===== src/rtl/fbc_pkg.sv =====
// fbc_pkg: shared types and constants for the frustum box cull block.
// Holds the box and plane word layouts and the register index codes.
// No dependencies.
`default_nettype none

package fbc_pkg;

  localparam int COORD_W    = 16;
  localparam int PROD_W     = 2 * COORD_W;
  localparam int SUM_W      = PROD_W + 2;
  localparam int FRAC_BITS  = 12;
  localparam int PLANE_REGS = 6;
  localparam int CFG_DATA_W = 64;
  localparam int CFG_ADDR_W = 6;
  localparam int IDX_W      = 3;
  localparam int BOX_W      = 6 * COORD_W;
  localparam int OUT_W      = 8;

  typedef enum logic [IDX_W-1:0] {
    REG_PLANE_LEFT   = 3'd0,
    REG_PLANE_RIGHT  = 3'd1,
    REG_PLANE_BOTTOM = 3'd2,
    REG_PLANE_TOP    = 3'd3,
    REG_PLANE_NEAR   = 3'd4,
    REG_PLANE_FAR    = 3'd5
  } reg_idx_t;

  // nx in bits 63:48 down to offset in bits 15:0
  typedef struct packed {
    logic signed [COORD_W-1:0] nx;
    logic signed [COORD_W-1:0] ny;
    logic signed [COORD_W-1:0] nz;
    logic signed [COORD_W-1:0] offset;
  } plane_t;

  // max_z in the top bits, min_x in the bottom bits, as on the stream
  typedef struct packed {
    logic signed [COORD_W-1:0] max_z;
    logic signed [COORD_W-1:0] max_y;
    logic signed [COORD_W-1:0] max_x;
    logic signed [COORD_W-1:0] min_z;
    logic signed [COORD_W-1:0] min_y;
    logic signed [COORD_W-1:0] min_x;
  } box_t;

endpackage

`default_nettype wire


===== src/rtl/fbc_cfg_regs.sv =====
// fbc_cfg_regs: APB register file holding the six frustum planes.
// Depends on fbc_pkg.
`default_nettype none

module fbc_cfg_regs (
  input  logic                                         clk,
  input  logic                                         rst,
  input  logic                                         psel,
  input  logic                                         penable,
  input  logic                                         pwrite,
  input  logic [fbc_pkg::CFG_ADDR_W-1:0]               paddr,
  input  logic [fbc_pkg::CFG_DATA_W-1:0]               pwdata,
  output logic [fbc_pkg::CFG_DATA_W-1:0]               prdata,
  output logic                                         pready,
  output fbc_pkg::plane_t [fbc_pkg::PLANE_REGS-1:0]    planes
);
  import fbc_pkg::*;

  reg_idx_t idx;
  logic     hit;
  logic     wr;

  // registers sit on 8-byte steps
  assign idx    = reg_idx_t'(paddr[CFG_ADDR_W-1:3]);
  assign hit    = (idx <= REG_PLANE_FAR);
  assign pready = 1'b1;
  assign wr     = psel && penable && pwrite && pready;
  assign prdata = hit ? CFG_DATA_W'(planes[idx]) : '0;

  always_ff @(posedge clk) begin
    if (rst) begin
      planes <= '0;
    end else if (wr && hit) begin
      planes[idx] <= plane_t'(pwdata);
    end
  end

endmodule

`default_nettype wire


===== config.mk =====
export PLATFORM = sky130hd
export DESIGN_NAME = fbc_cfg_regs
export DESIGN_NICKNAME = d
export VERILOG_FILES = /design/src/rtl/fbc_pkg.sv /design/src/rtl/fbc_cfg_regs.sv
export SDC_FILE = /design/constraint.sdc
export NUM_CORES = 1
export LEC_CHECK = 0
export ABC_AREA = 1
export BUFFER_PORTS_ARGS = -buffer_cell sky130_fd_sc_hd__buf_2
export CAP_MARGIN = 20
export CORE_AREA = 2 2 203 205
export CTS_CLUSTER_DIAMETER = 150
export CTS_CLUSTER_SIZE = 14
export DETAILED_ROUTE_END_ITERATION = 6
export DIE_AREA = 0 0 205 207
export PLACE_DENSITY_LB_ADDON = 0.1
export SYNTH_ARGS = -nofsm -noshare
export SYNTH_HDL_FRONTEND = slang
export SYNTH_SLANG_ARGS = --single-unit

===== constraint.sdc =====
create_clock -name clk -period 2.2 [get_ports clk]
set_input_delay 0.11 -clock clk [delete_from_list [all_inputs] [get_ports clk]]
set_output_delay 0.11 -clock clk [all_outputs]
set_load 0.01 [all_outputs]

==> reports/qor.yml <==
vias: 20910
tightest_slew_ns: 0.8174
ys_warn_count: 0
placementRows: 74
clock-sinks: 384
power_mw: 13.61
grt_pass1_vias: 19300
numPortBuffers: 519
switching_share_pct: 26.60
clk_pin_slew_ns: 0.07
syn_avg_cell_area_um2: 5.987
synthMuxAreaShare_pct: 0
clkLatencyLatePin_ns: 0.58
powerDensity_mw_per_mm2: 585.9
fin_nets: 3665
p_sw_mw: 3.620
slew_violations: 0
ys_ff_latch: 384
internal_power_mw: 9.991
grt_usage_pct: 32.44
wl_per_cell_um: 17.30
yosysSeqAreaShare_pct: 40.95
synth.distinct_cells: 19
top_regs: "planes: 384 flops"
initial_core_util_pct: 46.51
cts_tree: "done"
grt_max_degree: 84
drc: 0
relSlewSlack_pct: 45.50
run_status: "completed"
synthSimpleGateAreaFrac_pct: 49.58
multi_input_area_mm2: 0.009594
die_x_um: 205
setup_tns_ns: 0
hold_path_class: "input pin to flip-flop"
rsz0062_at_grt: "no"
clock_skew_ns: 0
hpwl_um: 46440
cts_made_buffers: 31
drive_gt1_share_pct: 17.41
synth.largest_area_cell: "dfxtp_1"
fill_cells: 4180
clockRootBuffer: "clkbuf_16"
finalSetupViolCount: 0
crit_arrival_ns: 1.70
seqPwrFrac_pct: 52.3
static-leakage-power_nw: 12.05
synth_adder_area_share_pct: 0
syn-cell-area_mm2: 0.01877
layout_common_cells: "nand2_1, nor2_1, buf_2"
synth_compound_area_share_pct: 1.333
avgViaCountPerCell: 5.073
synth_top_family_by_area: "simple AND/OR/NAND/NOR gates"
drt-initial-drc-count: 1571
final_hold_viol_count: 0
die_y_um: 207
period_share_pct: 82.25
power_frac_comb_pct: 11.0
finalCriticalPeriod_ns: 1.810
core_mm2: 0.04037
crit_type: "input pin to output pin"
largest_register: "planes"
ant_nets: 0
yosys.area_share.xor_xnor_pct: 0
overflow: 0
critPathLaunchType: "input pin"
power_frac_clock_pct: 36.8
max_freq_mhz: 552.6
syn_inst: 3136
synth_nets: 3211
yosysTopAreaCellShare_pct: 40.95
synth.area.top_cells: "dfxtp_1, nand2_1, nor2_1"
first_pass_iters: 5
ctsResizeCount: 0
seq_area_mm2: 0.007687
ir_drop_v: 0.0006015
die-area_mm2: 0.04244
grt_pass1_wl_um: 109300
routed_wl_um: 71300
critPathCaptureType: "output pin"
cp_data_required_time_ns: 2.09
largest_register_ffs: 384
drv_cap: 0
antenna_found_initial: 1
critPathMaxFanout: 35
htreeDepth: 1
io_pins: 524
mostFrequentLayoutCell: "nand2_1"
cts.path.max_buffers: 3
gp_routability_congestion: 0.8698
area_growth_pct: 23.74
[synthesized netlist by cell type (all sizes together)]
master  instances
clkinv          1
conb            1
nor2          828
nand3         277
dfxtp         384
clkbuf         52
a21oi          50
buf           164
nand2        1261
inv           118
[cells by family (layout without fill, tap and decap cells)]
logic type	Yosys count	count (layout)
compound gates	50	50
buf+inv	335	788
other cells	1	2
simple gates	2366	2366
flops	384	384
[stage by stage]
stage	cells	worst slack, ns	area [um^2]	hold slack, ns	utilization [%]
2_1_floorplan	3136	0.9981	18770	0.3715	-
3_3_place_gp	4025	0.3390	21800	0.4837	54.01
3_5_place_dp	4025	0.3165	21800	0.4868	54.01
4_1_cts	4121	0.4020	23230	0.00006040	57.54
5_1_grt	4122	0.3214	23230	0.02200	57.55
6_report	4122	0.3904	23230	0.01663	57.55
[per-layer routing]
metal	part of all wire [%]	GRT usage, %	wire length (um)	up-vias
met2	46	53.30	32750	820
met5	0	0	0	-
met3	8.2	6.010	5830	166
met1	41	41.06	29470	9564
li1	-	-	-	10360
met4	4.6	15.11	3253	0
[final cells by class]
cell class	instances	area share, %
repair buffers	637	17.34
flip-flops and latches	384	33.09
well taps	532	2.865
diodes	1	0.01077
multi-input cells	2417	41.30
clock buffers	31	3.339
clock inverters	1	0.03770
inverters	119	2.020
[critical path: stages]
cell,delay [ns]
buf_2,0.40
nand3_4,0.39
buf_12,0.34
nor2_1,0.11
a21oi_1,0.05
nand2_1,0.12
buf_2,0.15
[power groups by stage]
| stage | Clock (mW) | Combinational, mW | Sequential (mW) |
|---|---|---|---|
| floorplan | 0 | 0.811 | 7.30 |
| global placement | 0 | 1.38 | 7.27 |
| detailed placement | 0 | 1.39 | 7.27 |
| CTS | 5.08 | 1.48 | 7.11 |
| global route | 5.33 | 1.63 | 7.12 |
| finish | 5.01 | 1.49 | 7.11 |
[worst paths after layout]
check	from	to	slack (ns)	cells after the start
hold / removal	rst	planes[361]$_SDFFE_PP0P_	0.02	4
setup / recovery	paddr[5]	prdata[8]	0.39	7
setup reg to reg	planes[167]$_SDFFE_PP0P_	planes[167]$_SDFFE_PP0P_	1.56	2
hold reg to reg	planes[304]$_SDFFE_PP0P_	planes[304]$_SDFFE_PP0P_	0.50	2
[repair_timing]
action | in CTS | in global routing
hold buffers | 64 | 0
setup buffers | 0 | 0
hold endpoints to repair | 375 | 0
Power figures use the tool's default switching activity.
