`src/rtl/fbc_pkg.sv`:
```
// fbc_pkg: shared types and constants for the frustum box cull block.
// Holds the box and plane word layouts and the register index codes.
// No dependencies.
`default_nettype none

package fbc_pkg;

  localparam int COORD_W    = 16;
  localparam int PROD_W     = 2 * COORD_W;
  localparam int SUM_W      = PROD_W + 2;
  localparam int FRAC_BITS  = 12;
  localparam int PLANE_REGS = 6;
  localparam int CFG_DATA_W = 64;
  localparam int CFG_ADDR_W = 6;
  localparam int IDX_W      = 3;
  localparam int BOX_W      = 6 * COORD_W;
  localparam int OUT_W      = 8;

  typedef enum logic [IDX_W-1:0] {
    REG_PLANE_LEFT   = 3'd0,
    REG_PLANE_RIGHT  = 3'd1,
    REG_PLANE_BOTTOM = 3'd2,
    REG_PLANE_TOP    = 3'd3,
    REG_PLANE_NEAR   = 3'd4,
    REG_PLANE_FAR    = 3'd5
  } reg_idx_t;

  // nx in bits 63:48 down to offset in bits 15:0
  typedef struct packed {
    logic signed [COORD_W-1:0] nx;
    logic signed [COORD_W-1:0] ny;
    logic signed [COORD_W-1:0] nz;
    logic signed [COORD_W-1:0] offset;
  } plane_t;

  // max_z in the top bits, min_x in the bottom bits, as on the stream
  typedef struct packed {
    logic signed [COORD_W-1:0] max_z;
    logic signed [COORD_W-1:0] max_y;
    logic signed [COORD_W-1:0] max_x;
    logic signed [COORD_W-1:0] min_z;
    logic signed [COORD_W-1:0] min_y;
    logic signed [COORD_W-1:0] min_x;
  } box_t;

endpackage

`default_nettype wire

```
`src/rtl/fbc_plane_lane.sv`:
```
// fbc_plane_lane: one plane test; registers the six axis products, then
// picks the larger product per axis and checks the best corner is inside.
// Depends on fbc_pkg.
`default_nettype none

module fbc_plane_lane (
  input  logic            clk,
  input  logic            en,
  input  fbc_pkg::box_t   box,
  input  fbc_pkg::plane_t plane,
  output logic            keep
);
  import fbc_pkg::*;

  logic signed [PROD_W-1:0] lo_x_next, hi_x_next, lo_y_next, hi_y_next;
  logic signed [PROD_W-1:0] lo_z_next, hi_z_next;
  logic signed [PROD_W-1:0] lo_x, hi_x, lo_y, hi_y, lo_z, hi_z;
  logic signed [PROD_W-1:0] best_x, best_y, best_z;
  logic signed [SUM_W-1:0]  bias;
  logic signed [SUM_W-1:0]  sum;

  assign lo_x_next = box.min_x * plane.nx;
  assign hi_x_next = box.max_x * plane.nx;
  assign lo_y_next = box.min_y * plane.ny;
  assign hi_y_next = box.max_y * plane.ny;
  assign lo_z_next = box.min_z * plane.nz;
  assign hi_z_next = box.max_z * plane.nz;

  always_ff @(posedge clk) begin
    if (en) begin
      lo_x <= lo_x_next;
      hi_x <= hi_x_next;
      lo_y <= lo_y_next;
      hi_y <= hi_y_next;
      lo_z <= lo_z_next;
      hi_z <= hi_z_next;
    end
  end

  // the best of eight corners is the per-axis best, the sum being separable
  assign best_x = (hi_x > lo_x) ? hi_x : lo_x;
  assign best_y = (hi_y > lo_y) ? hi_y : lo_y;
  assign best_z = (hi_z > lo_z) ? hi_z : lo_z;

  assign bias = SUM_W'(plane.offset) <<< FRAC_BITS;
  assign sum  = SUM_W'(best_x) + SUM_W'(best_y) + SUM_W'(best_z) + bias;
  assign keep = !sum[SUM_W-1] && (sum != '0);

endmodule

`default_nettype wire

```
`config.mk`:
```
export PLATFORM = sky130hd
export DESIGN_NAME = fbc_plane_lane
export DESIGN_NICKNAME = d
export VERILOG_FILES = /design/src/rtl/fbc_pkg.sv /design/src/rtl/fbc_plane_lane.sv
export SDC_FILE = /design/constraint.sdc
export NUM_CORES = 2
export LEC_CHECK = 0
export BUFFER_PORTS_ARGS = -buffer_cell sky130_fd_sc_hd__buf_2
export CORE_ASPECT_RATIO = 1.5
export CORE_MARGIN = 1.5
export CORE_UTILIZATION = 55
export DETAILED_ROUTE_END_ITERATION = 7
export GPL_ROUTABILITY_DRIVEN = 0
export PLACE_DENSITY = 0.73
export SLEW_MARGIN = 20
export SYNTH_ARGS = -nofsm -noshare
export SYNTH_HDL_FRONTEND = slang
export SYNTH_SLANG_ARGS = --single-unit
```
`constraint.sdc`:
```
create_clock -name clk -period 11.9 [get_ports clk]
set_input_delay 1.19 -clock clk [delete_from_list [all_inputs] [get_ports clk]]
set_output_delay 1.19 -clock clk [all_outputs]
set_load 0.1 [all_outputs]
```
==> run summary <==
The tightest min-delay check is of the input port to flop type. Leaving out fill and tap cells, the most frequent cell in the layout is inv_1. The number of enable-type register cells in the synthesized netlist is 192. The number of unique standard cell types used by synthesis is 63. The number of hold violations in the final report is 0. The post-synthesis async set-or-reset flop share is 0. The floorplan die height is 441 µm. The clock-pin slew reported for the worst setup and hold paths after clock tree synthesis is 0.08 ns. The worst-margin pin slew is 1.07 ns. Across all layers, the routed design uses 49,993 vias.

The worst hold path startpoint is box[48]. The first-pass GRT wire length came out at 289 mm. The number of buffers added to fix hold violations after cts is 0. The endpoint type of the worst setup path is a primary output. The final setup violation count is 0.

The mean instance size in the synthesized netlist came out at 9.53 µm². Dividing the final minimum period by the clock period gives 0.884. The quantity of gates resized following cts is 0.

Of the synthesized area, sequential elements account for 0.0819. The highest cell delay on the worst timing path is 0.58 ns. In this run the remaining antenna-violating nets after routing total 0. In this run the tightest slew margin relative to its limit is 0.286.

The number of post-CTS setup repair buffers came out at 0. Among all flip-flop cells after synthesis, the most frequent one is edfxtp_1. The floorplan step defined a die boundary enclosing 0.130 mm². The overall routed net length came out at 175 mm. In the final routed layout, each cell accounts on average for 19.3 µm. The maximum operating frequency is 95.1 MHz. The detailed router's first-iteration violation count came out at 2,857. The number of slew-limit violations in the final report came to 0. The mapped netlist covers 0.0704 mm².

The total number of H-tree levels is 4. For this design the top-level I/O count stands at 163. The layout has 11,029 filler cells. The gate count after technology mapping came out at 7,386. The number of placed instances with taps included is 9,008.

The pin count of the biggest net entering global routing is 113. During synthesis, Yosys emitted a total of 0 warnings. OpenSTA, run right after detailed placement, puts the worst setup slack at 1.97 ns. The per-cell via count in the routed design came out at 5.52. The data arrival time of the worst path is 9.33 ns. The worst hold path was traced through 2 stages. The row count is 160.

The layout-stage area growth over the synthesis result is 3.95%. Max-cap violations in this run came to 0. The maximum count of clock buffers along a single path came out at 2. The setup path with the least slack is of type flop to primary output. The overflow left after global routing came out at 0. TritonCTS created 17 clock buffers. On the final layout, the worst hold slack is 1.34 ns. The path with the worst hold slack has its endpoint at hi_x[0]$_DFFE_PP_.

The number of antenna violations at the first check in global routing came out at 23. The filler-free cell count of the finished design is 9,052. Data on the critical path is required at its endpoint by 10.71 ns.

In the layout the commonest cells are inv_1 (1,855), fa_1 (1,626), nand2_1 (915). The dominant cell type by count on the critical path is a21oi_1. The maximum fanout count along the critical path is 27. The number of optimization iterations in the first detailed-route pass came out at 6.

On the critical path the largest part of the delay comes from compound AO/OA/AOI/OAI gates. TritonCTS built the clock tree. Synthesis produced a netlist with a net count of 9,804.

Setup repair after global routing left no endpoint under its margin. The cell type of the slowest stage on the worst timing path is a2111oi_0. The die width came out at 295 µm. The DRC violation count after routing is 0. Once detailed placement completed, the half-perimeter wirelength came to 143 mm. The number of global-route vias before repair is 56,140. The clock period minus final worst setup slack is 10.52 ns. The initial core utilization came out at 0.554. The net count reported at finish is 9,744. The core region area came out at 0.127 mm². The aggregate negative setup slack is 0 ns.

The register bit count reported by yosys is 192. The port buffer count came out at 162. Across all setup checks in the final design, the least slack found is 1.38 ns. The run finished with clean final reports.

The fraction of final layout cells sized beyond drive strength 1 came out at 0.0402. The global-route usage over all layers came out at 0.286. Clock tree synthesis selected as its root buffer the cell clkbuf_16. The clock net sink count came out at 192. The critical path launch point type is a flop. The most critical setup path has its startpoint at hi_z[17]$_DFFE_PP_. The sum of buffers and inverters on the critical path came out at 2.
## per-stage QoR
| step | area [µm²] | util |
|---|---|---|
| after global placement | 72500 | 0.571 |
| final | 73200 | 0.576 |
| after detailed placement | 72500 | 0.571 |
| after global routing | 73100 | 0.576 |
| after floorplan | 70400 | - |
| after CTS | 73100 | 0.576 |
## kinds of logic (layout without fill, tap and decap cells)
kind of cell    Yosys count  count (layout)  synth area share
buf+inv                2108            2061             0.112
mux                     102             102            0.0159
other cells               0              12                 0
compound gates          560             560            0.0517
xor+xnor                226             226            0.0281
flops                   192             192            0.0819
simple gates           1942            1942             0.135
fa+ha+maj              2256            2256             0.575
## metal layers
layer / wire length, µm / GRT usage
met1: 62200 / 0.328
met2: 91800 / 0.518
met3: 10800 / 0.0408
met4: 10000 / 0.145
met5: 109 / 0
## flip-flops by register name, indices dropped and copies added (netlist names)
| name | cells |
|---|---|
| lo_x | 32 |
| hi_z | 32 |
| hi_y | 32 |
| hi_x | 32 |
| lo_y | 32 |
| lo_z | 32 |
## synthesized netlist by cell type (all sizes together) (4+ instances only)
cell | n | area, µm²
nor3b | 4 | 30.0
nand3 | 23 | 115
edfxtp | 192 | 5770
o22ai | 9 | 56.3
nor2b | 39 | 244
o21ai | 93 | 465
o2111ai | 5 | 43.8
nand2b | 111 | 694
xor2 | 44 | 385
inv | 1855 | 6960
a21oi | 167 | 836
and2 | 600 | 3750
o41ai | 4 | 35.0
nand3b | 4 | 30.0
nor2 | 123 | 462
a31oi | 14 | 87.6
or4 | 10 | 75.1
o21a | 42 | 315
nor3 | 31 | 160
a221o | 7 | 70.1
or2 | 4 | 25.0
o31ai | 8 | 60.1
a211oi | 23 | 173
o21bai | 31 | 233
xnor2 | 182 | 1590
a21o | 94 | 706
and3 | 20 | 125
fa | 1626 | 32600
or3 | 9 | 56.3
mux2 | 77 | 867
a311oi | 5 | 43.8
o211ai | 12 | 95.1
clkbuf | 250 | 938
o41a | 5 | 56.3
nand2 | 915 | 3430
o31a | 5 | 43.8
mux2i | 25 | 250
ha | 630 | 7880
a21boi | 8 | 60.1
nor4 | 6 | 37.5
nand4 | 37 | 231
## layout make-up
cell class	count	area, µm²	share of cell area
Multi-Input combinational cell	5086	56700	0.775
Clock buffer	19	433	0.00592
Antenna cell	12	30.0	0.000410
Inverter	1855	6960	0.0952
Tap cell	1701	2130	0.0291
Timing Repair Buffer	174	910	0.0124
Clock inverter	13	199	0.00272
Sequential cell	192	5770	0.0788
## worst max-delay path by stage
stage / endpoint / slack, ns / cells past startpoint
3_5_place_dp: keep / 1.97 / 30
2_1_floorplan: keep / 2.98 / 30
5_1_grt: keep / 1.06 / 28
3_3_place_gp: keep / 2.10 / 28
4_1_cts: keep / 1.42 / 29
6_report: keep / 1.38 / 27
Power is left out: the tool's default activity adds up to more than one toggle a clock period on the data nets, which glitch-free logic cannot reach.
